==> src/hw/rtl/hdlf_pkg.sv <==
// Shared types, character constants and helper functions for the hex dump formatter.
`default_nettype none

package hdlf_pkg;

  // Default number of bytes shown on one dump line
  localparam int BytesPerLineDefault = 16;

  // ASCII codes used in the dump text
  localparam logic [7:0] CH_SPACE = 8'h20;
  localparam logic [7:0] CH_COLON = 8'h3a;
  localparam logic [7:0] CH_DOT   = 8'h2e;
  localparam logic [7:0] CH_NL    = 8'h0a;
  localparam logic [7:0] CH_LOW   = 8'h20;
  localparam logic [7:0] CH_HIGH  = 8'h7e;

  // Source of the character loaded into the output register
  typedef enum logic [2:0] {
    SEL_OFS   = 3'd0,
    SEL_COLON = 3'd1,
    SEL_SPACE = 3'd2,
    SEL_HI    = 3'd3,
    SEL_LO    = 3'd4,
    SEL_ASCII = 3'd5,
    SEL_NL    = 3'd6
  } sel_t;

  // Operation on the shared step counter
  typedef enum logic [1:0] {
    CNT_HOLD = 2'd0,
    CNT_CLR  = 2'd1,
    CNT_INC  = 2'd2,
    CNT_PAD  = 2'd3
  } cnt_op_t;

  // Commands from the controller to the datapath
  typedef struct packed {
    logic    accept;
    logic    emit;
    sel_t    sel;
    logic    last;
    cnt_op_t cnt_op;
    logic    ph_clr;
    logic    ph_inc;
    logic    pos_adv;
    logic    line_close;
  } cmd_t;

  // Status from the datapath to the controller
  typedef struct packed {
    logic out_free;
    logic pos_zero;
    logic pos_odd;
    logic close;
    logic full;
    logic dig_last;
    logic pad_slot_end;
    logic pad_last_slot;
    logic asc_last;
  } sts_t;

  // Lower-case hex digit for one nibble
  function automatic logic [7:0] hex_char(input logic [3:0] nib);
    logic [7:0] c;
    if (nib < 4'd10) begin
      c = 8'h30 + {4'd0, nib};
    end else begin
      c = 8'h57 + {4'd0, nib};
    end
    return c;
  endfunction

  // Byte as shown in the ASCII column
  function automatic logic [7:0] printable(input logic [7:0] b);
    logic [7:0] c;
    if (b >= CH_LOW && b <= CH_HIGH) begin
      c = b;
    end else begin
      c = CH_DOT;
    end
    return c;
  endfunction

endpackage

`default_nettype wire

==> src/hw/rtl/hdlf_ctrl.sv <==
// Controller state machine that sequences the characters of each input byte.
`default_nettype none

module hdlf_ctrl
  import hdlf_pkg::*;
(
  input  wire logic clk,
  input  wire logic rst,
  input  wire logic in_valid,
  output logic      in_ready,
  input  wire sts_t sts,
  output cmd_t      cmd
);

  typedef enum logic [10:0] {
    ST_IDLE  = 11'b000_0000_0001,
    ST_OFS   = 11'b000_0000_0010,
    ST_COLON = 11'b000_0000_0100,
    ST_SP1   = 11'b000_0000_1000,
    ST_HI    = 11'b000_0001_0000,
    ST_LO    = 11'b000_0010_0000,
    ST_GRP   = 11'b000_0100_0000,
    ST_PAD   = 11'b000_1000_0000,
    ST_SEP   = 11'b001_0000_0000,
    ST_ASC   = 11'b010_0000_0000,
    ST_NL    = 11'b100_0000_0000
  } state_t;

  state_t state;
  state_t state_next;
  logic   go;

  assign go       = sts.out_free;
  assign in_ready = (state == ST_IDLE);

  // Advance the state register
  always_ff @(posedge clk) begin
    if (rst) begin
      state <= ST_IDLE;
    end else begin
      state <= state_next;
    end
  end

  // Decode next state and datapath commands
  always_comb begin
    state_next     = state;
    cmd            = '0;
    cmd.sel        = SEL_SPACE;
    cmd.cnt_op     = CNT_HOLD;
    case (state)
      ST_IDLE: begin
        cmd.accept = in_valid;
        cmd.cnt_op = CNT_CLR;
        if (in_valid) begin
          state_next = sts.pos_zero ? ST_OFS : ST_HI;
        end
      end
      ST_OFS: begin
        cmd.emit = 1'b1;
        cmd.sel  = SEL_OFS;
        if (go) begin
          if (sts.dig_last) begin
            state_next = ST_COLON;
          end else begin
            cmd.cnt_op = CNT_INC;
          end
        end
      end
      ST_COLON: begin
        cmd.emit = 1'b1;
        cmd.sel  = SEL_COLON;
        if (go) begin
          state_next = ST_SP1;
        end
      end
      ST_SP1: begin
        cmd.emit = 1'b1;
        cmd.sel  = SEL_SPACE;
        if (go) begin
          state_next = ST_HI;
        end
      end
      ST_HI: begin
        cmd.emit = 1'b1;
        cmd.sel  = SEL_HI;
        if (go) begin
          state_next = ST_LO;
        end
      end
      ST_LO: begin
        cmd.emit = 1'b1;
        cmd.sel  = SEL_LO;
        cmd.last = !sts.pos_odd && !sts.close;
        if (go) begin
          if (sts.pos_odd) begin
            state_next = ST_GRP;
          end else if (sts.full) begin
            state_next = ST_SEP;
          end else if (sts.close) begin
            state_next = ST_PAD;
            cmd.cnt_op = CNT_PAD;
            cmd.ph_clr = 1'b1;
          end else begin
            state_next  = ST_IDLE;
            cmd.pos_adv = 1'b1;
          end
        end
      end
      ST_GRP: begin
        cmd.emit = 1'b1;
        cmd.sel  = SEL_SPACE;
        cmd.last = !sts.close;
        if (go) begin
          if (sts.full) begin
            state_next = ST_SEP;
          end else if (sts.close) begin
            state_next = ST_PAD;
            cmd.cnt_op = CNT_PAD;
            cmd.ph_clr = 1'b1;
          end else begin
            state_next  = ST_IDLE;
            cmd.pos_adv = 1'b1;
          end
        end
      end
      ST_PAD: begin
        cmd.emit = 1'b1;
        cmd.sel  = SEL_SPACE;
        if (go) begin
          if (sts.pad_slot_end) begin
            cmd.ph_clr = 1'b1;
            if (sts.pad_last_slot) begin
              state_next = ST_SEP;
            end else begin
              cmd.cnt_op = CNT_INC;
            end
          end else begin
            cmd.ph_inc = 1'b1;
          end
        end
      end
      ST_SEP: begin
        cmd.emit = 1'b1;
        cmd.sel  = SEL_SPACE;
        if (go) begin
          state_next = ST_ASC;
          cmd.cnt_op = CNT_CLR;
        end
      end
      ST_ASC: begin
        cmd.emit = 1'b1;
        cmd.sel  = SEL_ASCII;
        if (go) begin
          if (sts.asc_last) begin
            state_next = ST_NL;
          end else begin
            cmd.cnt_op = CNT_INC;
          end
        end
      end
      ST_NL: begin
        cmd.emit = 1'b1;
        cmd.sel  = SEL_NL;
        cmd.last = 1'b1;
        if (go) begin
          state_next     = ST_IDLE;
          cmd.line_close = 1'b1;
        end
      end
      default: begin
        state_next = ST_IDLE;
      end
    endcase
  end

endmodule

`default_nettype wire

==> src/hw/rtl/hdlf_dp.sv <==
// Datapath: input byte, line offset and position, ASCII column, counters, output register.
`default_nettype none

module hdlf_dp
  import hdlf_pkg::*;
#(
  parameter int BYTES_PER_LINE = BytesPerLineDefault
) (
  input  wire logic       clk,
  input  wire logic       rst,
  input  wire logic [7:0] in_byte,
  input  wire logic       in_eod,
  input  wire cmd_t       cmd,
  output sts_t            sts,
  output logic            out_valid,
  input  wire logic       out_ready,
  output logic [7:0]      out_char,
  output logic            out_last
);

  localparam int PosW = $clog2(BYTES_PER_LINE);
  localparam int CntW = (PosW > 3) ? PosW : 3;

  logic [7:0]      byte_r;
  logic            eod_r;
  logic [31:0]     offset;
  logic [PosW-1:0] pos;
  logic [7:0]      ascii_col [BYTES_PER_LINE];
  logic [CntW-1:0] cnt;
  logic [1:0]      ph;
  logic [2:0]      dig_sel;
  logic [7:0]      char_next;
  logic            load;

  // Latch the accepted byte and record its printable form
  always_ff @(posedge clk) begin
    if (cmd.accept) begin
      byte_r         <= in_byte;
      eod_r          <= in_eod;
      ascii_col[pos] <= printable(in_byte);
    end
  end

  // Hold line offset and position within the line
  always_ff @(posedge clk) begin
    if (rst) begin
      offset <= '0;
      pos    <= '0;
    end else if (cmd.line_close) begin
      offset <= offset + 32'(BYTES_PER_LINE);
      pos    <= '0;
    end else if (cmd.pos_adv) begin
      pos <= pos + PosW'(1);
    end
  end

  // Step counter for offset digits, pad slots and ASCII entries
  always_ff @(posedge clk) begin
    case (cmd.cnt_op)
      CNT_CLR: cnt <= '0;
      CNT_INC: cnt <= cnt + CntW'(1);
      CNT_PAD: cnt <= CntW'(pos) + CntW'(1);
      default: cnt <= cnt;
    endcase
    if (cmd.ph_clr) begin
      ph <= '0;
    end else if (cmd.ph_inc) begin
      ph <= ph + 2'd1;
    end
  end

  // Status toward the controller
  always_comb begin
    sts.out_free      = !out_valid || out_ready;
    sts.pos_zero      = (pos == '0);
    sts.pos_odd       = pos[0];
    sts.full          = (pos == PosW'(BYTES_PER_LINE - 1));
    sts.close         = eod_r || sts.full;
    sts.dig_last      = (cnt == CntW'(7));
    sts.pad_slot_end  = (ph == 2'd2) || (ph == 2'd1 && !cnt[0]);
    sts.pad_last_slot = (cnt == CntW'(BYTES_PER_LINE - 1));
    sts.asc_last      = (cnt == CntW'(pos));
  end

  // Select the next character
  assign dig_sel = 3'd7 - cnt[2:0];
  always_comb begin
    case (cmd.sel)
      SEL_OFS:   char_next = hex_char(offset[{dig_sel, 2'b00} +: 4]);
      SEL_COLON: char_next = CH_COLON;
      SEL_SPACE: char_next = CH_SPACE;
      SEL_HI:    char_next = hex_char(byte_r[7:4]);
      SEL_LO:    char_next = hex_char(byte_r[3:0]);
      SEL_ASCII: char_next = ascii_col[cnt[PosW-1:0]];
      SEL_NL:    char_next = CH_NL;
      default:   char_next = CH_SPACE;
    endcase
  end

  // Output register: load when free, drop valid after the transfer
  assign load = cmd.emit && sts.out_free;
  always_ff @(posedge clk) begin
    if (rst) begin
      out_valid <= 1'b0;
    end else if (load) begin
      out_valid <= 1'b1;
    end else if (out_ready) begin
      out_valid <= 1'b0;
    end
  end

  always_ff @(posedge clk) begin
    if (load) begin
      out_char <= char_next;
      out_last <= cmd.last;
    end
  end

endmodule

`default_nettype wire

==> src/hw/rtl/hex_dump_line_formatter.sv <==
// Top level of the hex dump line formatter: controller, datapath and checks.
// The first character of a byte is registered in the output register after the controller leaves the idle state.
// Throughput: one character per cycle unless the output stalls; a new byte is taken only in the idle state,
// after the previous byte's 2 to 53 characters, paced by the single output register.
// A mid-line byte produces 2 or 3 characters; a line-closing byte up to 53.
// Reset (synchronous, active high) clears the offset, line position, state and output valid.
`default_nettype none

module hex_dump_line_formatter
  import hdlf_pkg::*;
#(
  parameter int BYTES_PER_LINE = BytesPerLineDefault
) (
  input  wire logic       clk,
  input  wire logic       rst,
  input  wire logic       s_tvalid,
  output logic            s_tready,
  input  wire logic [7:0] s_tdata,   // [7:0] data_byte
  input  wire logic       s_tlast,   // end_of_data
  output logic            m_tvalid,
  input  wire logic       m_tready,
  output logic [7:0]      m_tdata,   // [7:0] text_char
  output logic            m_tlast    // last_of_run
);

  cmd_t cmd;
  sts_t sts;

  hdlf_ctrl u_ctrl (
    .clk      (clk),
    .rst      (rst),
    .in_valid (s_tvalid),
    .in_ready (s_tready),
    .sts      (sts),
    .cmd      (cmd)
  );

  hdlf_dp #(
    .BYTES_PER_LINE (BYTES_PER_LINE)
  ) u_dp (
    .clk       (clk),
    .rst       (rst),
    .in_byte   (s_tdata),
    .in_eod    (s_tlast),
    .cmd       (cmd),
    .sts       (sts),
    .out_valid (m_tvalid),
    .out_ready (m_tready),
    .out_char  (m_tdata),
    .out_last  (m_tlast)
  );

  // Every byte yields several characters, so input stalls after a transfer
  a_busy_after_accept: assert property (@(posedge clk) disable iff (rst)
    s_tvalid && s_tready |=> !s_tready)
    else $error("input accepted twice in a row");

  // A newline only closes a line and always ends its run
  a_nl_is_last: assert property (@(posedge clk) disable iff (rst)
    m_tvalid && (m_tdata == CH_NL) |-> m_tlast)
    else $error("newline without last mark");

  // Controller returns to idle after reset
  a_idle_after_reset: assert property (@(posedge clk) disable iff (rst)
    $past(rst) |-> s_tready)
    else $error("not ready after reset");

endmodule

`default_nettype wire

==> config.mk <==
export PLATFORM = sky130hd
export DESIGN_NAME = hex_dump_line_formatter
export DESIGN_NICKNAME = d
export VERILOG_FILES = /design/src/hw/rtl/hdlf_pkg.sv /design/src/hw/rtl/hdlf_ctrl.sv /design/src/hw/rtl/hdlf_dp.sv /design/src/hw/rtl/hex_dump_line_formatter.sv
export SDC_FILE = /design/constraint.sdc
export NUM_CORES = 1
export LEC_CHECK = 0
export ABC_AREA = 1
export BUFFER_PORTS_ARGS = -buffer_cell sky130_fd_sc_hd__buf_2
export CAP_MARGIN = 20
export CORE_UTILIZATION = 60
export CTS_CLUSTER_SIZE = 40
export DETAILED_ROUTE_END_ITERATION = 8
export HOLD_SLACK_MARGIN = 0.06
export PLACE_DENSITY = 0.77
export SYNTH_ARGS = -nofsm -noshare
export SYNTH_HDL_FRONTEND = slang
export SYNTH_SLANG_ARGS = --single-unit
==> constraint.sdc <==
create_clock -name clk -period 5.2 [get_ports clk]
set_input_delay 0.52 -clock clk [delete_from_list [all_inputs] [get_ports clk]]
set_output_delay 0.52 -clock clk [all_outputs]
set_load 0.03 [all_outputs]
**After elaboration in Yosys (flattened, before gate mapping)**

Memories as Yosys holds them, arrays and structs flattened. A register that Yosys moved wholly into a read port is not among the register bits.
Cells that the tools add are included.

- Memory bits (writable): 128
- Memories: 1
- Memory bits (read-only): 0
- Word-level logic and storage cells: 146
- Bits in latches: 0
- Register bits: 72

- Add/subtract/negate cells: 11
- Shift operators: 1
- Bitwise gates (word level): 0
- Reductions and logical operators: 18
- Multiplexer cells: 60
- Multipliers: 0
- Divide/modulo/power cells: 0
- Order comparisons: 5
- Eq/ne operators: 40

Memories:

| name | words | width | rd ports | clocked after Yosys merged registers in | wr ports | RTL line | RTL |
|---|---|---|---|---|---|---|---|
| u_dp.ascii_col | 16 | 8 | 1 | 1 | 1 | hdlf_dp.sv:28 | `logic [7:0] ascii_col [BYTES_PER_LINE];` |

Operator list:

| cell | number |
|---|---|
| 2-to-1 mux 11 bit | 16 |
| one-hot mux 11 bit (11 select lines) | 1 |
| 2-to-1 mux 8 bit | 6 |
| one-hot mux 8 bit (6 select lines) | 1 |
| adder 32 x 5 -> 32 bit (second input constant) | 1 |
| indexed part select 32 x 6 -> 4 bit | 1 |
| one-hot mux 4 bit (7 select lines) | 1 |
| adder 7 x 4 -> 8 bit (first input constant) | 3 |
| adder 6 x 4 -> 7 bit (first input constant) | 3 |
| inequality test 2 x 1 -> 1 bit (second input constant) | 10 |
| 2-to-1 mux 3 bit | 6 |
| 2-to-1 mux 1 bit | 15 |
| AND reduction 15 bit | 1 |
| one-hot mux 2 bit (7 select lines) | 1 |
| less-than comparator 4 bit (second input constant) | 3 |
| one-hot mux 4 bit (3 select lines) | 1 |
| equality test 11 x 1 -> 1 bit (second input constant) | 1 |
| equality test 11 x 10 -> 1 bit (second input constant) | 1 |
| equality test 11 bit (second input constant) | 1 |
| equality test 11 x 2 -> 1 bit (second input constant) | 1 |
| equality test 11 x 3 -> 1 bit (second input constant) | 1 |
| equality test 11 x 4 -> 1 bit (second input constant) | 1 |
| equality test 11 x 5 -> 1 bit (second input constant) | 1 |
| equality test 11 x 6 -> 1 bit (second input constant) | 1 |
| other kinds (32) | 57 |

**Depth between registers and ports, before layout**

- Depth after elaboration: 10
- Mapped depth: 15
- Depth with buffers taken out: 13

**By module**

From an unflattened synthesis, not the netlist that was laid out.

- Cell total of the unflattened synthesis: 1,135
- Area, all modules: 10,069.7 um^2

Modules (own cells, without submodules):

| module | cells an instance | area each (um^2) | sequential area each (um^2) | times used |
|---|---|---|---|---|
| hdlf_dp | 957 | 8,954.8 | 5,285.1 | 1 |
| hdlf_ctrl | 178 | 1,114.8 | 220.2 | 1 |

**Least setup slack after synthesis**

No wires, ideal clock.

- Kind: flip-flop to flip-flop
- From: register u_ctrl.state[2]
- To: memory u_dp.ascii_col[10][0], enable pin
- Data arrival time: 1.981 ns
- Stages on the path, launching flop included: 7
- Buffers on the path: 0
- Required time: 4.830 ns
- Period minus slack after synthesis: 2.351 ns
- Path slack: 2.849 ns
- Cell sequence: dfxtp_1 > nor2_2 > nand3_1 > nand3b_1 > nor2_1 > nand2_1 > nor2_1

RTL lines:

| item | RTL line | RTL |
|---|---|---|
| start, declared | hdlf_ctrl.sv:29 | `state_t state;` |
| start signal, assigned | hdlf_ctrl.sv:41 | `state <= state_next;` |
| end, declared | hdlf_dp.sv:28 |  |

==> results.json <==
{
  "p_leak_nw": 4.30,
  "drive_above_1_share_pct": 9.65,
  "gp_congestion": 0.971,
  "cts-root-buf": "clkbuf_16",
  "antenna_found_initial": 0,
  "rrSetupSlack_ps": 2350,
  "synth_xor_area_share_pct": 2.04,
  "ys_warn_count": 0,
  "outcome": "finished clean",
  "io_buffer_count": 23,
  "cap_violations": 0,
  "synthSimpleGateAreaFrac_pct": 28.3,
  "routed_wl_mm": 23.3,
  "track_usage_pct": 28.6,
  "grt_pass1_wl_mm": 36.5,
  "ctsHoldBuffers": 0,
  "slew_headroom_pct": 30.7,
  "initial_utilization_pct": 61.7,
  "synth_top_family_by_area": "simple AND/OR/NAND/NOR gates",
  "start_kind": "register",
  "synthMuxAreaShare_pct": 0,
  "synthAdderAreaFrac_pct": 1.39,
  "drc": 0,
  "syn2layout_area_growth_pct": 9.44,
  "synth_ff_type": "edfxtp_1",
  "report.final.setup_viol": 0,
  "cts_buffers": 17,
  "slew_viol_final": 0,
  "min_to": "u_dp.eod_r$_DFFE_PP_",
  "ir_drop_mv": 0.263,
  "grt_overflow": 0,
  "worst_r2r_endpoint": "u_dp.out_char[3]$_DFFE_PP_",
  "power_density_nw_per_um2": 485,
  "syn_inst": 1121,
  "cp_data_required_time_ps": 5380,
  "ys_types": 47,
  "worst_pin_slew_ps": 1030,
  "layout_commonest_cell": "nand2_1",
  "die_w_um": 130,
  "grt_pass1_vias": 6960,
  "synth_area_um2": 9880,
  "holdPathStages": 1,
  "clock.fmax_mhz": 351,
  "die_area_um2": 17000,
  "core_area_um2": 16000,
  "r2r_cells": 8,
  "setup_tns_ps": 0,
  "firstDrtPassIters": 8,
  "min-delay-start": "s_tlast",
  "fin_skew_ps": 12.3,
  "synth_compound_gate_area_share_pct": 6.69,
  "avgSynthCellArea_um2": 8.81,
  "path_class": "reg -> reg",
  "rsz0062_at_grt": "false",
  "synthArstFlopShare_pct": 0,
  "synth-edff-count": 150,
  "drt-initial-drc-count": 1011,
  "cts_tree": "built",
  "die_y_um": 130,
  "grt_max_degree": 66,
  "whs_ps": 273,
  "cts.sinks": 200,
  "vias": 7843,
  "cts.reportedPaths.clkPinSlew_ps": 80,
  "ys_seq_area_share_pct": 55.7,
  "h-tree-depth": 4,
  "worstPathMaxFanout": 36,
  "rows": 46,
  "arrival_ps": 3030,
  "hold_viol_final": 0,
  "finalCritPeriodShare_pct": 54.8,
  "diodes": 0,
  "ys_seq_elements": 200,
  "hold_path_class": "in -> reg",
  "final_antenna_net_count": 0,
  "layout_common_cells": "nand2_1, edfxtp_1, nand3_1",
  "dp_hpwl_mm": 15.9,
  "clockBufferDepth": 2,
  "cts_setup_buffers": 0,
  "clk-insertion-delay-late_ps": 440,
  "viasPerCell": 5.70,
  "pin_count": 24,
  "cts_resized": 0,
  "final.min_clock_period_ps": 2850,
  "wl_per_cell_um": 16.9,
  "nNetsFinal": 1172,
  "endpoint_kind": "register"
}
## critical path, stage by stage (launching register included)
cell and delay (ps):
dfxtp_1 310, buf_4 320, clkinv_1 900, a21oi_1 430, a21oi_1 120, a22oi_1 200
nand2_1 90, nand3_1 120, nand3b_1 90
## cell families after synthesis
group,Yosys count
adders and majority gates,11
buffers and inverters,142
AOI/OAI and AO/OA,119
other,1
DFF,200
and+or+nand+nor,625
xor gates and xnor gates,23
## sequential cells by signal, summed over array words and instances (netlist names), 2 cells and up, named ones only
register / cells
u_dp.cnt: 4
u_dp.pos: 4
u_ctrl.state: 11
u_dp.ph: 2
u_dp.byte_r: 8
u_dp.offset: 28
u_dp.ascii_col: 128
u_dp.out_char: 8
## how the worst max path moves through the flow
stage | end | slack (ps)
floorplan | u_dp.ascii_col[10][0]$_DFFE_PP_ | 2850
global placement | u_dp.out_char[3]$_DFFE_PP_ | 2620
detailed placement | u_dp.out_char[3]$_DFFE_PP_ | 2510
CTS | u_dp.out_char[3]$_DFFE_PP_ | 2430
global route | u_dp.out_char[3]$_DFFE_PP_ | 2130
finish | u_dp.out_char[3]$_DFFE_PP_ | 2350
## per-stage QoR
step / area [um2] / cells / power (W) / utilization [%] / worst slack (ps)
2_1_floorplan: 9930 / 1136 / 0.00346 / - / 2850
3_3_place_gp: 10200 / 1344 / 0.00383 / 63.7 / 2620
3_5_place_dp: 10200 / 1344 / 0.00387 / 63.7 / 2510
4_1_cts: 10800 / 1376 / 0.00520 / 67.4 / 2430
5_1_grt: 10800 / 1377 / 0.00553 / 67.5 / 2130
6_report: 10800 / 1377 / 0.00524 / 67.5 / 2350
## cells in the mapped netlist (3+ instances only)
cell	number	area share (%)
a21oi_1	60	3.0
a22oi_1	4	0.30
buf_2	6	0.30
buf_4	3	0.23
clkbuf_1	24	0.91
dfxtp_1	50	10
edfxtp_1	150	46
ha_1	11	1.4
inv_1	97	3.7
inv_2	6	0.23
nand2_1	309	12
nand2_2	12	0.76
nand2_4	8	0.91
nand3_1	117	5.9
nand3b_1	7	0.53
nand4_1	11	0.70
nor2_1	113	4.3
nor2_2	7	0.44
nor2_4	3	0.34
nor2_8	3	0.61
nor3_1	25	1.3
o211ai_1	3	0.23
o21ai_0	33	1.7
o21ai_1	4	0.20
o221ai_1	3	0.27
or2_2	4	0.25
xor2_1	22	2.0
## layer usage
| metal | global-route usage, % | wire [um] | up-vias |
|---|---|---|---|
| met1 | 40.9 | 10300 | 3624 |
| met5 | 0 | 0 | - |
| met4 | 10.6 | 528 | 0 |
| met3 | 6.07 | 1940 | 44 |
| met2 | 43.0 | 10500 | 395 |
| li1 | - | - | 3780 |
## report_power, final
part	internal, W	leakage, nW	switching [W]
Clock	0.000720	0.281	0.000613
Combinational	0.000550	2.26	0.00131
Sequential	0.00190	1.76	0.000146
Total	0.00317	4.30	0.00207
## area by class of cell
class | count | area [um2]
flip-flops and latches | 200 | 5510
fillers | 1314 | 5190
multi-input cells | 794 | 3860
clock buffers | 17 | 425
inverters | 105 | 397
well taps | 216 | 270
repair buffers | 30 | 180
clock inverters | 15 | 171
(Power assumes the default switching activity.)
